--- src/design/sst_pkg.sv ---
// ----------------------------------------------------------------------------
// sst_pkg: shared definitions for the slot set table
// Field widths, request codes and the default table size.
// ----------------------------------------------------------------------------
`default_nettype none

package sst_pkg;

    // Default number of value slots
    localparam int SLOTS_DEF = 16;

    // Payload field widths
    localparam int VALUE_W = 32;
    localparam int COUNT_W = 5;

    // Request codes
    localparam logic REQ_INSERT = 1'b0;
    localparam logic REQ_DELETE = 1'b1;

endpackage

`default_nettype wire

--- src/design/sst_req_if.sv ---
// ----------------------------------------------------------------------------
// sst_req_if: request channel of the slot set table
// Valid/ready channel carrying one insert or delete request per transaction.
// ----------------------------------------------------------------------------
`default_nettype none

interface sst_req_if
    import sst_pkg::*;
();
    logic                      valid;
    logic                      ready;
    logic                      req_type;
    logic signed [VALUE_W-1:0] value;

    modport source (output valid, output req_type, output value, input ready);
    modport sink   (input valid, input req_type, input value, output ready);
endinterface

`default_nettype wire

--- src/design/sst_rsp_if.sv ---
// ----------------------------------------------------------------------------
// sst_rsp_if: response channel of the slot set table
// Valid/ready channel carrying one result per transaction.
// ----------------------------------------------------------------------------
`default_nettype none

interface sst_rsp_if
    import sst_pkg::*;
();
    logic               valid;
    logic               ready;
    logic               accepted;
    logic [COUNT_W-1:0] removed_count;
    logic [COUNT_W-1:0] occupancy;

    modport source (output valid, output accepted, output removed_count,
                    output occupancy, input ready);
    modport sink   (input valid, input accepted, input removed_count,
                    input occupancy, output ready);
endinterface

`default_nettype wire

--- src/design/sst_value_mem.sv ---
// ----------------------------------------------------------------------------
// sst_value_mem: slot value storage
// Simple dual-port memory, one write and one registered read per cycle.
// ----------------------------------------------------------------------------
`default_nettype none

module sst_value_mem
    import sst_pkg::*;
#(
    parameter int DEPTH  = SLOTS_DEF,
    parameter int ADDR_W = 4
)(
    input  wire logic               clk,
    input  wire logic               wr_en,
    input  wire logic [ADDR_W-1:0]  wr_addr,
    input  wire logic [VALUE_W-1:0] wr_data,
    input  wire logic               rd_en,
    input  wire logic [ADDR_W-1:0]  rd_addr,
    output logic      [VALUE_W-1:0] rd_data
);

    logic [VALUE_W-1:0] mem [DEPTH];

    // Write port
    always_ff @(posedge clk)
    begin
        if (wr_en)
        begin
            mem[wr_addr] <= wr_data;
        end
    end

    // Registered read port
    always_ff @(posedge clk)
    begin
        if (rd_en)
        begin
            rd_data <= mem[rd_addr];
        end
    end

endmodule

`default_nettype wire

--- src/design/slot_set_table_top.sv ---
// ----------------------------------------------------------------------------
// slot_set_table_top: fixed slot set table with occupancy count
// Insert stores a value in the lowest free slot; delete frees every used
// slot holding the value and reports how many were freed.
// ----------------------------------------------------------------------------
//
//  channel  direction  payload                                 handshake
//  -------  ---------  --------------------------------------  ------------
//  req      in         req_type, value                         valid/ready
//  rsp      out        accepted, removed_count, occupancy      valid/ready
//
//  One request at a time. An insert walks the used bits one slot a cycle
//  until the first free slot; when the table is full it is refused without a walk.
//  A delete streams every slot through the value memory read port, one slot
//  a cycle, and compares each slot against the value after its registered read.
//  Reset clears the used bits and the count at once; no clearing pass.
//  The result waits in an output register, and a new request is taken while
//  it waits; a finished request holds until that register is free.
// ----------------------------------------------------------------------------
`default_nettype none

module slot_set_table_top
    import sst_pkg::*;
#(
    parameter int SLOTS = SLOTS_DEF
)(
    input  wire logic clk,
    input  wire logic rst_n,
    sst_req_if.sink   req,
    sst_rsp_if.source rsp
);

    localparam int IDX_W  = (SLOTS > 1) ? $clog2(SLOTS) : 1;
    localparam int SCAN_W = $clog2(SLOTS + 1);
    localparam int CNT_W  = $clog2(SLOTS + 1);

    localparam logic [SCAN_W-1:0] LAST_SCAN = SCAN_W'(SLOTS - 1);
    localparam logic [SCAN_W-1:0] END_SCAN  = SCAN_W'(SLOTS);
    localparam logic [IDX_W-1:0]  LAST_IDX  = IDX_W'(SLOTS - 1);
    localparam logic [CNT_W-1:0]  FULL_CNT  = CNT_W'(SLOTS);

    typedef enum logic [1:0] {
        S_IDLE,
        S_INS,
        S_DEL,
        S_DONE
    } state_t;

    state_t               state_reg, state_next;
    logic [SLOTS-1:0]     used_reg, used_next;
    logic [CNT_W-1:0]     count_reg, count_next;
    logic [SCAN_W-1:0]    scan_reg, scan_next;
    logic                 cmp_valid_reg, cmp_valid_next;
    logic [IDX_W-1:0]     cmp_idx_reg, cmp_idx_next;
    logic [VALUE_W-1:0]   key_reg, key_next;
    logic                 res_ok_reg, res_ok_next;
    logic [CNT_W-1:0]     freed_reg, freed_next;
    logic                 out_valid_reg, out_valid_next;
    logic                 out_ok_reg, out_ok_next;
    logic [COUNT_W-1:0]   out_freed_reg, out_freed_next;
    logic [COUNT_W-1:0]   out_occ_reg, out_occ_next;

    logic                 req_fire;
    logic                 out_free;
    logic                 mem_wr_en;
    logic [IDX_W-1:0]     mem_wr_addr;
    logic                 mem_rd_en;
    logic [VALUE_W-1:0]   mem_rd_data;
    logic [IDX_W-1:0]     scan_idx;
    logic [CNT_W+4:0]     freed_ext;
    logic [CNT_W+4:0]     occ_ext;

    assign req.ready = (state_reg == S_IDLE);
    assign req_fire  = req.valid && req.ready;
    assign out_free  = !out_valid_reg || rsp.ready;
    assign scan_idx  = scan_reg[IDX_W-1:0];

    // Fit internal counts to the 5-bit result fields
    assign freed_ext = {5'b0, freed_reg};
    assign occ_ext   = {5'b0, count_reg};

    assign mem_wr_addr = scan_idx;
    assign mem_rd_en   = (state_reg == S_DEL) && (scan_reg != END_SCAN);

    sst_value_mem #(
        .DEPTH  (SLOTS),
        .ADDR_W (IDX_W)
    ) u_value_mem (
        .clk     (clk),
        .wr_en   (mem_wr_en),
        .wr_addr (mem_wr_addr),
        .wr_data (key_reg),
        .rd_en   (mem_rd_en),
        .rd_addr (scan_idx),
        .rd_data (mem_rd_data)
    );

    // Sequence one request: scan, read-compare-clear, then hand off result
    always_comb
    begin
        state_next     = state_reg;
        used_next      = used_reg;
        count_next     = count_reg;
        scan_next      = scan_reg;
        cmp_valid_next = 1'b0;
        cmp_idx_next   = cmp_idx_reg;
        key_next       = key_reg;
        res_ok_next    = res_ok_reg;
        freed_next     = freed_reg;
        out_ok_next    = out_ok_reg;
        out_freed_next = out_freed_reg;
        out_occ_next   = out_occ_reg;
        out_valid_next = out_valid_reg && !rsp.ready;
        mem_wr_en      = 1'b0;

        case (state_reg)
            S_IDLE:
            begin
                if (req_fire)
                begin
                    key_next   = req.value;
                    scan_next  = '0;
                    freed_next = '0;
                    if (req.req_type == REQ_DELETE)
                    begin
                        res_ok_next = 1'b1;
                        state_next  = S_DEL;
                    end
                    else if (count_reg < FULL_CNT)
                    begin
                        res_ok_next = 1'b0;
                        state_next  = S_INS;
                    end
                    else
                    begin
                        res_ok_next = 1'b0;
                        state_next  = S_DONE;
                    end
                end
            end

            S_INS:
            begin
                // Take the first free slot, or refuse after the last one
                if (!used_reg[scan_idx])
                begin
                    mem_wr_en           = 1'b1;
                    used_next[scan_idx] = 1'b1;
                    count_next          = count_reg + CNT_W'(1);
                    res_ok_next         = 1'b1;
                    state_next          = S_DONE;
                end
                else if (scan_reg == LAST_SCAN)
                begin
                    state_next = S_DONE;
                end
                else
                begin
                    scan_next = scan_reg + SCAN_W'(1);
                end
            end

            S_DEL:
            begin
                // Issue the next read
                if (scan_reg != END_SCAN)
                begin
                    cmp_valid_next = 1'b1;
                    cmp_idx_next   = scan_idx;
                    scan_next      = scan_reg + SCAN_W'(1);
                end
                // Compare the slot read last cycle and free it on a match
                if (cmp_valid_reg)
                begin
                    if (used_reg[cmp_idx_reg] && (mem_rd_data == key_reg))
                    begin
                        used_next[cmp_idx_reg] = 1'b0;
                        count_next             = count_reg - CNT_W'(1);
                        freed_next             = freed_reg + CNT_W'(1);
                    end
                    if (cmp_idx_reg == LAST_IDX)
                    begin
                        state_next = S_DONE;
                    end
                end
            end

            S_DONE:
            begin
                // Hold until the output register is free
                if (out_free)
                begin
                    out_valid_next = 1'b1;
                    out_ok_next    = res_ok_reg;
                    out_freed_next = freed_ext[COUNT_W-1:0];
                    out_occ_next   = occ_ext[COUNT_W-1:0];
                    state_next     = S_IDLE;
                end
            end

            default:
            begin
                state_next = S_IDLE;
            end
        endcase
    end

    // Hold state, table control and registered outputs
    always_ff @(posedge clk or negedge rst_n)
    begin
        if (!rst_n)
        begin
            state_reg     <= S_IDLE;
            used_reg      <= '0;
            count_reg     <= '0;
            scan_reg      <= '0;
            cmp_valid_reg <= 1'b0;
            cmp_idx_reg   <= '0;
            key_reg       <= '0;
            res_ok_reg    <= 1'b0;
            freed_reg     <= '0;
            out_valid_reg <= 1'b0;
            out_ok_reg    <= 1'b0;
            out_freed_reg <= '0;
            out_occ_reg   <= '0;
        end
        else
        begin
            state_reg     <= state_next;
            used_reg      <= used_next;
            count_reg     <= count_next;
            scan_reg      <= scan_next;
            cmp_valid_reg <= cmp_valid_next;
            cmp_idx_reg   <= cmp_idx_next;
            key_reg       <= key_next;
            res_ok_reg    <= res_ok_next;
            freed_reg     <= freed_next;
            out_valid_reg <= out_valid_next;
            out_ok_reg    <= out_ok_next;
            out_freed_reg <= out_freed_next;
            out_occ_reg   <= out_occ_next;
        end
    end

    assign rsp.valid         = out_valid_reg;
    assign rsp.accepted      = out_ok_reg;
    assign rsp.removed_count = out_freed_reg;
    assign rsp.occupancy     = out_occ_reg;

endmodule

`default_nettype wire
--- src/flat_wrapper.sv ---
// flat-port wrapper written by rule: the top's interface ports become plain ports
module slot_set_table_top_flat import sst_pkg::*;
#(
    parameter int SLOTS = SLOTS_DEF
)
  (clk, rst_n, req_valid, req_req_type, req_value, req_ready, rsp_valid, rsp_accepted, rsp_removed_count, rsp_occupancy, rsp_ready);
  sst_req_if req_i ();
  sst_rsp_if rsp_i ();
  input  wire logic clk;
  input  wire logic rst_n;
  input wire logic [$bits(req_i.valid)-1:0] req_valid;
  input wire logic [$bits(req_i.req_type)-1:0] req_req_type;
  input wire logic [$bits(req_i.value)-1:0] req_value;
  output wire logic [$bits(req_i.ready)-1:0] req_ready;
  output wire logic [$bits(rsp_i.valid)-1:0] rsp_valid;
  output wire logic [$bits(rsp_i.accepted)-1:0] rsp_accepted;
  output wire logic [$bits(rsp_i.removed_count)-1:0] rsp_removed_count;
  output wire logic [$bits(rsp_i.occupancy)-1:0] rsp_occupancy;
  input wire logic [$bits(rsp_i.ready)-1:0] rsp_ready;
  assign req_i.valid = req_valid;
  assign req_i.req_type = req_req_type;
  assign req_i.value = req_value;
  assign req_ready = req_i.ready;
  assign rsp_valid = rsp_i.valid;
  assign rsp_accepted = rsp_i.accepted;
  assign rsp_removed_count = rsp_i.removed_count;
  assign rsp_occupancy = rsp_i.occupancy;
  assign rsp_i.ready = rsp_ready;
  slot_set_table_top #(.SLOTS(SLOTS)) u_core (.clk(clk), .rst_n(rst_n), .req(req_i), .rsp(rsp_i));
endmodule
--- config.mk ---
export PLATFORM = sky130hd
export DESIGN_NAME = slot_set_table_top_flat
export DESIGN_NICKNAME = d
export VERILOG_FILES = /design/src/design/sst_pkg.sv /design/src/design/sst_req_if.sv /design/src/design/sst_rsp_if.sv /design/src/design/sst_value_mem.sv /design/src/design/slot_set_table_top.sv /design/src/flat_wrapper.sv
export SDC_FILE = /design/constraint.sdc
export NUM_CORES = 1
export LEC_CHECK = 0
export BUFFER_PORTS_ARGS = -buffer_cell sky130_fd_sc_hd__buf_4
export CORE_MARGIN = 2
export CORE_UTILIZATION = 55
export DETAILED_ROUTE_END_ITERATION = 10
export PLACE_DENSITY = 0.71
export RECOVER_POWER = 50
export SYNTH_ARGS = -nofsm -noshare
export SYNTH_HDL_FRONTEND = slang
export SYNTH_SLANG_ARGS = --single-unit
--- constraint.sdc ---
create_clock -name clk -period 7.35 [get_ports clk]
set_clock_uncertainty 0.05 [all_clocks]
set_input_delay 0.735 -clock clk [delete_from_list [all_inputs] [get_ports clk]]
set_output_delay 0.735 -clock clk [all_outputs]
set_load 0.05 [all_outputs]
# Word level (Yosys, flattened, before mapping)
# Memories as Yosys holds them, arrays and structs flattened. A register that Yosys moved wholly into a read port is not among the register bits.
# Cells that the tools add are included.
# op_classes
add_sub_neg,4
n_reduce_logical,22
n_lt_le_gt_ge,5
bitwise,3
n_eq_ne,17
mux,45
# op_table
cell,count
2-to-1 mux 16 bit,3
2-to-1 mux 5 bit,9
== test 32 bit,1
one-hot mux 16 bit (2 select lines),1
one-hot mux 5 bit (2 select lines),2
AND 16 bit,1
2-to-1 mux 2 bit,8
inverter 16 bit,1
bitwise OR 16 bit,1
"adder 5 x 1 -> 5 bit, second input constant",3
2-to-1 mux 1 bit,15
one-hot mux 5 bit (3 select lines),1
"!= test 2 bit, second input constant",6
"less-than comparator 4 x 5 -> 1 bit, second input constant",2
AND reduction 5 bit,2
binary-select mux 1 bit (select 4 bit),2
demux 1 bit (select 4 bit),2
"greater-or-equal comparator 4 x 1 -> 1 bit, second input constant",2
one-hot mux 2 bit (4 select lines),1
AND reduction 4 bit,2
logical AND 1 bit,6
"!= test 2 x 1 -> 1 bit, second input constant",3
AND reduction 2 bit,3
nonzero test 2 bit,3
14 further kinds,16
# totals
word_cells,110
reg_bits,83
ram_bits,512
memories,1
# mem_list
name,depth,width,rd,rd_ports_with_merged_regs,wr,line,source
u_core.u_value_mem.mem,16,32,1,1,1,sst_value_mem.sv:22,logic [VALUE_W-1:0] mem [DEPTH];

# Longest topological paths before layout
# Gate-level depths: netlist of run 1.
# depth
word_depth,9
mapped_depth,11
mapped_depth_nobuf,8

# Cells and area by module
# From an unflattened synthesis of run 1, not the netlist that was laid out.
# hier_totals
hier_cells,1248
hier_area_um2,24795.0
# by_module_without_submodules
module,area_per_inst_um2,cells_per_inst,instances
sst_value_mem,20155.6,838,1
slot_set_table_top,4639.4,410,1

# Worst setup path after synthesis of run 1
# Ideal clock, no wire load.
# synth_path
path_kind,flip-flop to flip-flop
from,register u_core.scan_reg[0]
to,"memory u_core.u_value_mem.mem[15][0], enable pin"
path_buffers,1
setup_ns,0.470
t_arrival_ns,3.770
setup_slack_ns,3.060
t_required_ns,6.830
path_stages_with_launch,5
path_cell_list,dfrtp_1 > buf_4 > mux4_2 > or2_1 > a211oi_1
# synth_between
elab_chain_cells,6
# synth_lines
element,line,source
start: declaration,slot_set_table_top.sv:52,"logic [SCAN_W-1:0] scan_reg, scan_next;"
start signal: assignment,slot_set_table_top.sv:232,scan_reg <= scan_next;
binary-select mux 1 bit (select 4 bit),slot_set_table_top.sv:145,if (!used_reg[scan_idx])
2-to-1 mux 1 bit (not written as such),slot_set_table_top.sv:145,
2-to-1 mux 1 bit,slot_set_table_top.sv:145,
2-to-1 mux 1 bit,slot_set_table_top.sv:116,case (state_reg)
2-to-1 mux 1 bit,sst_value_mem.sv:27,if (wr_en)
2-to-1 mux 1 bit (not written as such),sst_value_mem.sv:29,mem[wr_addr] <= wr_data;
end: declaration,sst_value_mem.sv:22,
# Parallel ways exist; a longest one is shown, timed or not. The select of a mux whose other input is x is not followed.

# Worst setup path after layout of run 1
# layout_path
from,register u_core.scan_reg[1]
to,"memory u_core.u_value_mem.mem[0][12], enable pin"
# Same word-level chain as after synthesis.

==> results of run 1 <==
-- cell usage in the layout (no fill, tap or decap), types with 6 or more instances in the layout --
| cell | synthesis | final |
|---|---|---|
| sky130_fd_sc_hd__a21oi_1 | 16 | 16 |
| sky130_fd_sc_hd__and2_2 | 0 | 7 |
| sky130_fd_sc_hd__and3_2 | 0 | 8 |
| sky130_fd_sc_hd__buf_4 | 1 | 48 |
| sky130_fd_sc_hd__clkbuf_1 | 31 | 31 |
| sky130_fd_sc_hd__clkbuf_16 | 0 | 61 |
| sky130_fd_sc_hd__clkinv_1 | 1 | 16 |
| sky130_fd_sc_hd__clkinv_2 | 0 | 7 |
| sky130_fd_sc_hd__dfrtp_1 | 83 | 80 |
| sky130_fd_sc_hd__edfxtp_1 | 544 | 544 |
| sky130_fd_sc_hd__ha_1 | 13 | 13 |
| sky130_fd_sc_hd__inv_1 | 14 | 13 |
| sky130_fd_sc_hd__mux2_1 | 31 | 31 |
| sky130_fd_sc_hd__mux2_2 | 16 | 16 |
| sky130_fd_sc_hd__mux4_2 | 167 | 167 |
| sky130_fd_sc_hd__nand2_1 | 31 | 31 |
| sky130_fd_sc_hd__nand2b_1 | 6 | 6 |
| sky130_fd_sc_hd__nand3_1 | 9 | 9 |
| sky130_fd_sc_hd__nand4_1 | 11 | 11 |
| sky130_fd_sc_hd__nor2_1 | 21 | 21 |
| sky130_fd_sc_hd__nor4_1 | 7 | 7 |
| sky130_fd_sc_hd__o21ai_1 | 12 | 12 |
| sky130_fd_sc_hd__xnor2_1 | 35 | 35 |
-- power by group through the flow --
stage	Combinational, mW	Sequential (mW)	Clock, mW
floorplan	1.77	5.15	0
global placement	2.37	5.31	0
detailed placement	2.39	5.35	0
CTS	2.41	5.28	3.02
global route	2.53	5.37	3.15
finish	2.35	5.27	2.97
-- worst min path at each step --
stage / startpoint / endpoint / slack [ps] / cells after the start
6_report: req_value[18] / u_core.key_reg[18] / 270 / 2
5_1_grt: req_value[28] / u_core.key_reg[28] / 250 / 2
4_1_cts: rst_n / u_core.rsp.occupancy[2] / 90 / 1
3_5_place_dp: u_core.rsp.occupancy[4] / u_core.rsp.occupancy[4] / 440 / 1
3_3_place_gp: u_core.count_reg[4] / u_core.count_reg[4] / 440 / 1
2_1_floorplan: rst_n / u_core.cmp_idx_reg[0] / 390 / 0
-- layer usage --
layer / up-vias / wire [um]
met5: - / 0
met4: 0 / 1190
met2: 459 / 24700
li1: 4930 / -
met1: 6278 / 21700
met3: 75 / 3370
-- worst max-delay path: stages, from the launching register on --
cell and delay [ps]:
sky130_fd_sc_hd__dfrtp_4 620, sky130_fd_sc_hd__buf_4 480, sky130_fd_sc_hd__inv_1 230, sky130_fd_sc_hd__ha_1 350
sky130_fd_sc_hd__nor3b_1 610, sky130_fd_sc_hd__and3_2 1020
-- metrics by stage --
| stage | hold slack [ps] | cell area [um2] | power (mW) | worst slack, ps |
|---|---|---|---|---|
| global placement | 441 | 25700 | 7.68 | 3540 |
| finish | 269 | 27500 | 10.6 | 3540 |
| CTS | 94.3 | 27600 | 10.7 | 3530 |
| global route | 254 | 27500 | 11.1 | 3350 |
| floorplan | 389 | 24600 | 6.92 | 3060 |
| detailed placement | 445 | 25700 | 7.74 | 3540 |
-- kinds of logic after synthesis --
logic type               share of synthesized area, %
AO/OA/AOI/OAI                                    1.84
XOR/XNOR                                         1.31
adder cells (fa/ha/maj)                         0.741
buffers and inverters                            1.07
flip-flops                                       74.7
multiplexers                                     17.7
AND/OR/NAND/NOR                                  2.67
-- final cells by class --
class                      instances  share of cell area, %
clock buffer                      82                   5.94
clock inverter                    28                  0.954
inverter                          17                  0.232
multi-input combinational        462                   21.8
sequential                       627                   66.9
tap                              592                   2.69
timing repair buffer              61                   1.49
==> impl_summary.md, run 1 <==
GRT
For met2 alone, demand over resource in global routing was 36.2%. The met1 global-route usage is 33.3%. The global routing met3 resource utilization is 3.50%. The global routing stage identified its most utilized layer as met2.

The pin count of the biggest net entering global routing is 66. The via count of the first global-routing pass is 12,100. The number of antenna violations at the first check in global routing is 0. The global-route wire length before repair is 77.5 mm. The aggregate global routing overflow is 0.

The total routing resource utilization after global routing is 22.8%.

Die
The core region area is 44,200 um2. From left edge to right edge, the die measures 216 um. The die is 216 um tall. The initialized floorplan defines 77 standard-cell rows. The initial utilization of the core area, before any placement, comes to 55.7%. The number of placed I/O pins is 50. The area of the die is 46,500 um2.

Synth
Ranked by total cell area, the synthesized netlist is headed by sky130_fd_sc_hd__edfxtp_1 (66%), sky130_fd_sc_hd__mux4_2 (15%), sky130_fd_sc_hd__dfrtp_1 (8.4%). The synthesized flop and latch total is 627. Synthesis produced a netlist whose cell count is 1,158. The number of nets handed over by synthesis was 1,209.

In this run the biggest area consumer among cell types represents 66.3% of the synthesized area. Counting flops with a built-in enable in the synthesized netlist gives 544. In this run, distinct cell masters in the synthesized netlist total 58.

The most frequent cell after synthesis is sky130_fd_sc_hd__edfxtp_1. Dividing the synthesized area by the synthesized cell count gives 21.3 um2. After synthesis the cells add up to 24,600 um2. The most frequently used flop master after synthesis is sky130_fd_sc_hd__edfxtp_1.

Sorting the synthesized cells by how often they occur yields sky130_fd_sc_hd__edfxtp_1 (544), sky130_fd_sc_hd__mux4_2 (167), sky130_fd_sc_hd__dfrtp_1 (83). For this run, the register share of the synthesized area comes to 74.7%. After synthesis, the share of flip-flops with an asynchronous set or reset is 13.2%.

The Yosys step of the flow raised 0 warnings. The post-synthesis cell type with the largest combined area is sky130_fd_sc_hd__edfxtp_1.

Worst setup path
At the worst endpoint, the required time is 7530 ps. The launch instance of the worst register-to-register path is u_core.scan_reg[1]. The endpoint identified for the worst register-to-register timing path is u_core.u_value_mem.mem[0][12]. The worst setup path is captured at a register. The worst setup path is launched from a register. By startpoint and endpoint, the worst setup path is classified as reg2reg. For the worst setup path, the data arrival time is 3990 ps. Following the worst setup path forward leads to its endpoint at u_core.u_value_mem.mem[0][12]. The critical path startpoint is u_core.scan_reg[1]. Measured in cells, the most critical reg-to-reg path has a length of 5. The internal reg-to-reg setup slack is 3540 ps.

The maximum fanout along the worst path is 65.

Placed design
The number of buffers inserted by port buffering is 49. The number of instances in the placed design is 1,759. At the end of routability-driven placement, the weighted congestion stood at 0.816.

The HPWL after detailed placement is 26.8 mm.

Drt
The routed length per instance is 27.3 um. For this run, design rule violations remaining after detail routing come to 0. The post-detailed-route count of antenna-violating nets is 0.

The total number of vias is 11,700. The total iterations of the first detailed-routing run is 5. The detailed router's first-iteration violation count is 1,094. Dividing the detail-routed via count by the number of cells gives 6.28. Summed over all layers, the routed wires come to 51.0 mm.

Final layout
The layout overhead on the synthesized area is 11.7%. The area taken by flip-flops and latches is 18,400 um2. The number of inserted diodes is 0. The flip-flop count of the largest register after layout is 512. The number of fillers in the final layout is 3,001. The number of nets in the final layout is 1,280. The share of final-layout standard cells stronger than drive strength 1 is 26.2%. The utilization after layout is 62.3%. Excluding fillers, the count of instances in the completed layout stands at 1,869. The multi-input combinational cells in the finished layout cover a total of 6000 um2.

STA
Setup repair after global routing left no endpoint under its margin. The post-route clock period utilization is 51.8%. For the finished layout, the period the worst path requires is 3810 ps.

Setup violations remaining at the end of the flow were counted as 0. The hold violation count in the final report is 0. The transition time of the tightest slew-check pin is 2660 ps. The worst relative slew slack is -77.5%. The total count of max-transition violations in the final report is 44. Derived from the worst setup path, the maximum achievable clock frequency is 262 MHz.

The setup TNS is 0 ps.

Power and ir drop
The reported net switching power is 3.10 mW. The proportion of power drawn by flip-flops and latches is 49.8%. Cell internal power was estimated by the tool at 7.49 mW. Net switching is 29.3% of the power. The highest ir drop seen on vdd is 0.268 mV. Combinational cells account for 22.2% of the total power. In this run, the clock network consumes 28.0% of the power. Power spread over the standard cell area amounts to 385 nW/um2. The leakage power is 8.95 nW.

Status
The final reports fail on max-capacitance violations, max-slew violations. The run finished, with violations left.

Clock network
The number of buffers created by CTS is 60. The buffer count from post-CTS setup fixing is 0. The number of hold-repair buffers added at the cts stage is 0.

The master cell of the clock root buffer is sky130_fd_sc_hd__clkbuf_16. The maximum clock insertion buffer count is 3. Clock tree synthesis found a total of 627 sinks.

TritonCTS built the clock tree. At the later pin of the worst-skew pair, clock insertion delay measures 630 ps. After clock tree synthesis, the clock-pin slew on the worst setup and hold paths is 60 ps. The number of gates resized after CTS was 0. The H-tree was split into 2 levels.

Worst hold path
The min-delay analysis places its worst path in the category in2reg.

Run
Max-cap violations in this run came to 1.
Power figures use the tool's default switching activity.
==> inputs of run 2 (changes only) <==
==> constraint.sdc (replaced) <==
create_clock -name clk -period 3.7 [get_ports clk]
set_clock_uncertainty 0.05 [all_clocks]
set_input_delay 0.37 -clock clk [delete_from_list [all_inputs] [get_ports clk]]
set_output_delay 0.37 -clock clk [all_outputs]
set_load 0.05 [all_outputs]
==> run 2 against run 1 <==
  * The run still ends with max-capacitance violations, max-slew violations left
  * Worst setup slack worse by 3000 ps
  * Flip-flop and latch count stayed put
  * Final cell count is 3.3% higher
  * Worst hold slack worse by 250 ps
  * Clock-buffer cell count is 2 lower
  * Design area is 2.6% higher
  * Highest routed layer unchanged
  * Critical path type unchanged
  * Wire length is 1.4% higher
  * Via count is 0.76% higher
==> impl_summary.md, run 2 (synthesis gave the netlist of run 1 again) <==
STA
The minimum period implied by the final worst setup slack is 3210 ps (was 3810 ps). The slack of the critical path is 492 ps (was 3540 ps). The hold violation count in the final report is 0 (unchanged). The total count of max-transition violations in the final report is 72 (was 44).

The post-route clock period utilization is 86.7% (was 51.8%). The setup TNS is 0 ps (unchanged). The worst relative slew slack was -40.0% (was -77.5%). The tightest hold margin is 19.8 ps (was 269 ps). The fmax is 312 MHz (was 262 MHz). The transition time of the tightest slew-check pin is 2100 ps (was 2660 ps). The final setup violation count was 0 (unchanged).

RSZ-0062 raised after global routing: no (unchanged).

Drt
The post-detailed-route count of antenna-violating nets is 0 (unchanged). The total length of routed wires is 51.7 mm (was 51.0 mm). The detailed router's first-iteration violation count was 1,176 (was 1,094). The routed length per instance is 26.8 um (was 27.3 um). The total iterations of the first detailed-routing run was 5 (unchanged). The remaining design rule violation count was 0 (unchanged). The via-per-instance ratio is 6.13 (was 6.28).

The total number of vias is 11,800 (was 11,700).

Worst setup path
The maximum fanout along the worst path is 18 (was 65). The critical path startpoint is u_core.key_reg[19] (was u_core.scan_reg[1]). The endpoint class of the critical path is a register (unchanged). The depth of the worst register-to-register path is 6 (was 5). The worst flop-to-flop path endpoint was u_core.used_reg[0] (was u_core.u_value_mem.mem[0][12]). The combined buffer and inverter count along the critical path is 0 (was 2). The internal reg-to-reg setup slack is 490 ps (was 3540 ps). The cell at the slowest stage of the critical path is sky130_fd_sc_hd__nor4_1 (was sky130_fd_sc_hd__and3_2). The delay contributed by the slowest stage of the critical path is 730 ps (was 1020 ps). The capturing instance or port of the critical path is u_core.used_reg[0] (was u_core.u_value_mem.mem[0][12]). The launch instance of the worst register-to-register path is u_core.key_reg[19] (was u_core.scan_reg[1]). The launching element type of the critical path was a register (unchanged). The type of the worst setup path is reg2reg (unchanged).

The required time of the critical path came to 4150 ps (was 7530 ps). The arrival time of the worst setup path came to 3660 ps (was 3990 ps). The family with the most delay on the worst path is simple AND/OR/NAND/NOR gates (unchanged).

The critical path's most frequent cell is sky130_fd_sc_hd__nand4_1. The critical path depth was 6 (was 5). Cells along the critical path: xnor2_1, nand4_1, nor4_1, nand4_1, or4_4, o22a_1 (was buf_4, inv_1, ha_1, nor3b_1, and3_2).

Power and ir drop
The final total power was 21.3 mW (was 10.6 mW). The combinational power share is 23.0% (was 22.2%). The fraction of power spent switching nets is 29.1% (was 29.3%).

The fraction of power consumed by the clock network is 28.7% (was 28.0%). The power density over the cells is 755 nW/um2 (was 385 nW/um2). The leakage power came to 9.28 nW (was 8.95 nW).

The highest ir drop seen on vdd is 0.442 mV (was 0.268 mV). The proportion of power drawn by flip-flops and latches is 48.3% (was 49.8%). The reported net switching power is 6.22 mW (was 3.10 mW). The internal power is 15.1 mW (was 7.49 mW).

Clock network
The TritonCTS clock tree is yes (unchanged). The CTS H-tree depth is 2 (unchanged). The number of buffers created by CTS is 60 (unchanged). The clock-pin slew of the registers on the worst-case setup and hold paths was 60 ps (about the same). The master cell of the clock root buffer is sky130_fd_sc_hd__clkbuf_16 (unchanged). The buffer count from post-CTS setup fixing was 0 (unchanged). The total number of clock tree sinks is 627 (unchanged). The insertion delay to the later sink of the worst-skew pair is 630 ps (about the same). The maximum clock insertion buffer count is 3 (unchanged).

GRT
The via count of the first global-routing pass is 12,300 (was 12,100). The total routing resource utilization after global routing is 23.1% (was 22.8%). The pin count of the biggest net entering global routing was 132 (was 66). The fraction of met2 tracks used by global routing is 37.1% (was 36.2%).

The aggregate global routing overflow was 0 (unchanged). The met1 global-route usage is 32.8% (was 33.3%). The global routing met3 resource utilization is 4.06% (was 3.50%). The global-route wire length before repair is 78.2 mm (was 77.5 mm).

The number of antenna violations at the first check in global routing is 0 (unchanged). The global-route layer with the greatest usage is met2 (unchanged).

Die
The core region area is 44,200 um2 (unchanged). The number of rows in the core area is 77 (unchanged). The area of the die is 46,500 um2 (unchanged). The number of placed I/O pins is 50 (unchanged). The starting utilization of the core area is 55.7% (unchanged).

The die span in x is 216 um (unchanged). The height of the chip came to 216 um (unchanged).

Placed design
The standard cell area after detailed placement is 26,000 um2 (was 25,700 um2). The global placement routability congestion was 0.840 (was 0.816). The post-detailed-placement half-perimeter wirelength is 26.8 mm (about the same). The worst setup timing slack at the placement stage came to 531 ps (was 3540 ps). The number of buffers inserted by port buffering is 49 (unchanged).

Final layout
The flip-flop count of the largest register after layout was 512 (unchanged). The most common cell after layout, fill and taps aside was sky130_fd_sc_hd__edfxtp_1 (unchanged). The layout overhead on the synthesized area is 14.7% (was 11.7%). The number of inserted diodes is 0 (unchanged). The final cell area excluding filler cells was 28,300 um2 (was 27,500 um2). Commonest cells after routing, fill and taps aside: sky130_fd_sc_hd__edfxtp_1 (544), sky130_fd_sc_hd__mux4_2 (167), sky130_fd_sc_hd__dfrtp_1 (80) (unchanged). The number of nets in the final layout was 1,337 (was 1,280). The share of final-layout standard cells stronger than drive strength 1 is 27.4% (was 26.2%).

Status
Violations in the final reports: max-capacitance violations, max-slew violations (unchanged). Status: finished, violations left (unchanged).

Run
The max-cap violation count is 1 (unchanged).

Worst hold path
The worst hold-check path type is in2reg (unchanged).
[run 2: changes by cell type in the layout (fill, tap and decap cells not counted), sizes merged]
| cell | previous run | this run |
|---|---|---|
| inv | 15 | 19 |
| clkinv | 26 | 21 |
| buf | 48 | 65 |
| bufinv | 4 | 6 |
| clkbuf | 95 | 100 |
| clkinvlp | 0 | 5 |
| dlygate4sd3 | 0 | 33 |
[run 2: worst min path at each step]
| stage | startpoint | end | cells after the start |
|---|---|---|---|
| after floorplan | rst_n | u_core.cmp_idx_reg[0] | 0 |
| after global placement | u_core.rsp.removed_count[1] | u_core.rsp.removed_count[1] | 1 |
| after detailed placement | u_core.count_reg[4] | u_core.count_reg[4] | 1 |
| after CTS | req_value[27] | u_core.key_reg[27] | 2 |
| after global routing | req_value[27] | u_core.key_reg[27] | 2 |
| final | req_value[27] | u_core.key_reg[27] | 2 |
[run 2: power groups by stage]
stage	Combinational, mW	Clock, mW	Sequential [mW]
finish	4.90	6.13	10.3
global route	5.30	6.52	10.5
floorplan	3.52	0	10.2
global placement	4.93	0	10.4
detailed placement	4.98	0	10.5
CTS	5.04	6.25	10.3
[run 2: cell type report]
class / instances / area (um2)
clock buffer: 80 / 1640
clock inverter: 34 / 335
fill: 2928 / 16000
inverter: 17 / 63.8
multi-input combinational: 462 / 5990
sequential: 627 / 18400
tap: 592 / 741
timing repair buffer: 118 / 1070
[run 2: metal layers]
metal / share of wire (%) / wire length (um)
met4: 2.4 / 1260
met3: 6.9 / 3560
met1: 41 / 21500
met2: 49 / 25500
met5: 0 / 0
[run 2: metrics by stage]
stage,util [%],instances
after detailed placement,58.9,1783
final,63.9,1930
after floorplan,-,1158
after CTS,64.1,1930
after global placement,58.9,1783
after global routing,63.9,1930
[run 2: what timing repair did]
action                    in CTS  in global routing
hold endpoints to repair     102                  0
hold buffers                  33                  0
gates resized for setup        0                  0
==> inputs of run 3 (changes only) <==
--- a/config.mk
+++ b/config.mk
@@ -6,10 +6,11 @@
 export NUM_CORES = 1
 export LEC_CHECK = 0
 export BUFFER_PORTS_ARGS = -buffer_cell sky130_fd_sc_hd__buf_4
+export CORE_ASPECT_RATIO = 0.7
 export CORE_MARGIN = 2
-export CORE_UTILIZATION = 55
+export CORE_UTILIZATION = 60
 export DETAILED_ROUTE_END_ITERATION = 10
-export PLACE_DENSITY = 0.71
+export PLACE_DENSITY = 0.77
 export RECOVER_POWER = 50
 export SYNTH_ARGS = -nofsm -noshare
 export SYNTH_HDL_FRONTEND = slang
==> run 3 against run 2 <==
  * The flow still finishes with violations (max-capacitance violations, max-slew violations)
  * Register-to-register slack better by 30 ps
  * Worst hold slack better by 3.7 ps
  * Fmax up 1.0%
  * Die area decreased by 8.1%
  * Sequential share of layout area is 0.36 points higher
  * Critical path type unchanged
  * Largest cell class unchanged
==> impl_summary.md, run 3 (synthesis gave the netlist of run 1 again) <==
Status
Status: finished, violations left (unchanged). Violations in the final reports: max-capacitance violations, max-slew violations (unchanged).

Clock network
The buffer count from post-CTS setup fixing is 0 (unchanged). The CTS H-tree depth is 2 (unchanged). The clock-pin slew of the registers on the worst-case setup and hold paths is 60 ps (about the same). The count of cells resized by post-cts repair is 0 (unchanged). The insertion delay to the later sink of the worst-skew pair came to 590 ps (was 630 ps).

The number of buffers created by CTS is 55 (was 60). The master cell of the clock root buffer is sky130_fd_sc_hd__clkbuf_16 (unchanged). The total number of clock tree sinks is 627 (unchanged). The TritonCTS clock tree is yes (unchanged). The maximum clock insertion buffer count is 3 (unchanged). The number of hold-repair buffers added at the cts stage is 31 (was 33).

Drt
The total length of routed wires came to 54.8 mm (was 51.7 mm). The routed length on met2 was 26.1 mm (was 25.5 mm). The via-per-instance ratio came to 6.52 (was 6.13). The total iterations of the first detailed-routing run is 5 (unchanged). The top routing layer in use is met4 (unchanged).

The total number of vias is 12,300 (was 11,800). The routed length per instance is 29.1 um (was 26.8 um). The post-detailed-route count of antenna-violating nets is 0 (unchanged).

The total length of routed met3 wires is 5.02 mm (was 3.56 mm). The remaining design rule violation count is 0 (unchanged). The detailed router's first-iteration violation count is 1,351 (was 1,176). The total routed wire length on the met1 layer was 22.5 mm (was 21.5 mm).

Die
The area of the die came to 42,700 um2 (was 46,500 um2). The die span in x is 246 um (was 216 um). The height of the chip is 174 um (was 216 um). The starting utilization of the core area is 60.5% (was 55.7%). The number of placed I/O pins came to 50 (unchanged). The core region area is 40,700 um2 (was 44,200 um2). The number of rows in the core area is 62 (was 77).

Final layout
The number of nets in the final layout is 1,347 (was 1,337). The share of final-layout standard cells stronger than drive strength 1 is 26.8% (was 27.4%). The number of inserted diodes was 0 (unchanged).

The final cell area excluding filler cells is 28,100 um2 (was 28,300 um2). Commonest cells after routing, fill and taps aside: sky130_fd_sc_hd__edfxtp_1 (544), sky130_fd_sc_hd__mux4_2 (167), sky130_fd_sc_hd__dfrtp_1 (80) (unchanged). The most common cell after layout, fill and taps aside is sky130_fd_sc_hd__edfxtp_1 (unchanged). The flip-flop count of the largest register after layout was 512 (unchanged). The layout overhead on the synthesized area is 14.0% (was 14.7%).

The utilization after layout came to 69.0% (was 63.9%).

Worst setup path
The combined buffer and inverter count along the critical path came to 2 (was 0). The maximum fanout along the worst path was 18 (unchanged). The family with the most delay on the worst path is simple AND/OR/NAND/NOR gates (unchanged).

The endpoint class of the critical path is a register (unchanged). The depth of the worst register-to-register path came to 8 (was 6). The launching element type of the critical path is a register (unchanged). The cell at the slowest stage of the critical path is sky130_fd_sc_hd__nor4_1 (unchanged). The worst flop-to-flop path endpoint is u_core.count_reg[1] (was u_core.used_reg[0]). Cells along the critical path: clkbuf_1, xnor2_1, nand4_1, nor4_1, nand3_1, buf_4, a21oi_2, mux2_1 (was xnor2_1, nand4_1, nor4_1, nand4_1, or4_4, o22a_1). The launch instance of the worst register-to-register path is u_core.key_reg[12] (was u_core.key_reg[19]). The arrival time of the worst setup path came to 3580 ps (was 3660 ps).

The type of the worst setup path is reg2reg (unchanged). The required time of the critical path is 4110 ps (was 4150 ps). The delay contributed by the slowest stage of the critical path is 630 ps (was 730 ps). The internal reg-to-reg setup slack is 520 ps (was 490 ps).

Placed design
The global placement routability congestion is 0.925 (was 0.840). The post-detailed-placement half-perimeter wirelength was 30.6 mm (was 26.8 mm). The standard cell area after detailed placement was 26,100 um2 (was 26,000 um2).

The number of buffers inserted by port buffering is 49 (unchanged).

Power and ir drop
The fraction of power consumed by the clock network is 27.3% (was 28.7%). The internal power came to 15.0 mW (was 15.1 mW). The final total power came to 21.3 mW (about the same). The combinational power share is 25.6% (was 23.0%).

The power density over the cells is 759 nW/um2 (was 755 nW/um2). The highest ir drop seen on vdd was 0.587 mV (was 0.442 mV). The proportion of power drawn by flip-flops and latches is 47.0% (was 48.3%). The reported net switching power is 6.33 mW (was 6.22 mW). The fraction of power spent switching nets is 29.6% (was 29.1%). The leakage power came to 9.23 nW (was 9.28 nW).

STA
The final setup violation count came to 0 (unchanged). The post-route clock period utilization is 85.8% (was 86.7%). The setup TNS is 0 ps (unchanged).

The minimum period implied by the final worst setup slack is 3180 ps (was 3210 ps). The fmax is 315 MHz (was 312 MHz). The total count of max-transition violations in the final report is 41 (was 72). The worst relative slew slack is -52.3% (was -40.0%). The tightest hold margin is 23.5 ps (was 19.8 ps). RSZ-0062 raised after global routing: no (unchanged).

The hold violation count in the final report is 0 (unchanged). The transition time of the tightest slew-check pin is 2290 ps (was 2100 ps).

Run
The max-cap violation count is 1 (unchanged).

Worst hold path
The worst hold-check path type is in2reg (unchanged). The launch instance of the worst min-delay path is req_value[17] (was req_value[27]). The worst hold path endpoint was u_core.key_reg[17] (was u_core.key_reg[27]). The hold path depth came to 2 (unchanged).

GRT
The number of antenna violations at the first check in global routing is 0 (unchanged). The global-route wire length before repair was 81.9 mm (was 78.2 mm). The pin count of the biggest net entering global routing was 131 (was 132).

The aggregate global routing overflow was 0 (unchanged). The total routing resource utilization after global routing was 26.5% (was 23.1%). The via count of the first global-routing pass is 12,600 (was 12,300).
==> run 3: cell types whose count changed in the layout (fill, tap and decap cells not counted), sizes merged <==
cell,previous run,this run
buf,65,67
bufinv,6,8
clkbuf,100,105
clkinv,21,20
clkinvlp,5,2
dlygate4sd3,33,31
inv,19,17
==> run 3: worst register-to-register path, delay by kind of cell, from the launching register on <==
kind	cells	cell delay, ps
simple gates	3	960
buf+inv	2	770
mux	1	360
compound gates	1	340
flops	1	320
xor+xnor	1	230
==> run 3: cell type report <==
cell class | instances | area, um2
Sequential cell | 627 | 18400
Inverter | 17 | 63.8
Clock inverter | 30 | 357
Tap cell | 544 | 681
Multi-Input combinational cell | 462 | 6000
Timing Repair Buffer | 133 | 1110
Fill cell | 2462 | 12600
Clock buffer | 70 | 1470
==> run 3: per-stage QoR <==
stage,worst slack (ps),instances
2_1_floorplan,456,1158
3_3_place_gp,777,1752
3_5_place_dp,694,1752
4_1_cts,669,1883
5_1_grt,233,1883
6_report,525,1883
==> run 3: how the worst max path moves through the flow <==
stage	cells past startpoint	end	slack, ps	from
floorplan	9	u_core.u_value_mem.rd_data[0]	460	u_core.scan_reg[0]
global placement	7	u_core.count_reg[1]	780	u_core.key_reg[2]
detailed placement	7	u_core.count_reg[2]	690	u_core.key_reg[11]
CTS	7	u_core.count_reg[1]	670	u_core.key_reg[11]
global route	8	u_core.count_reg[1]	230	u_core.key_reg[12]
finish	8	u_core.count_reg[1]	520	u_core.key_reg[12]
==> run 3: routing by layer <==
layer	track usage [%]	vias up
li1	-	5065
met1	40.6	6475
met2	40.4	661
met3	5.25	81
met4	6.38	0
met5	0	-
==> run 3: power groups by stage <==
stage | registers (mW) | logic [mW] | clock network, mW
floorplan | 10.2 | 3.52 | 0
global placement | 10.1 | 5.46 | 0
detailed placement | 10.1 | 5.57 | 0
CTS | 10.0 | 5.64 | 5.90
global route | 10.1 | 5.88 | 6.16
finish | 10.0 | 5.47 | 5.83
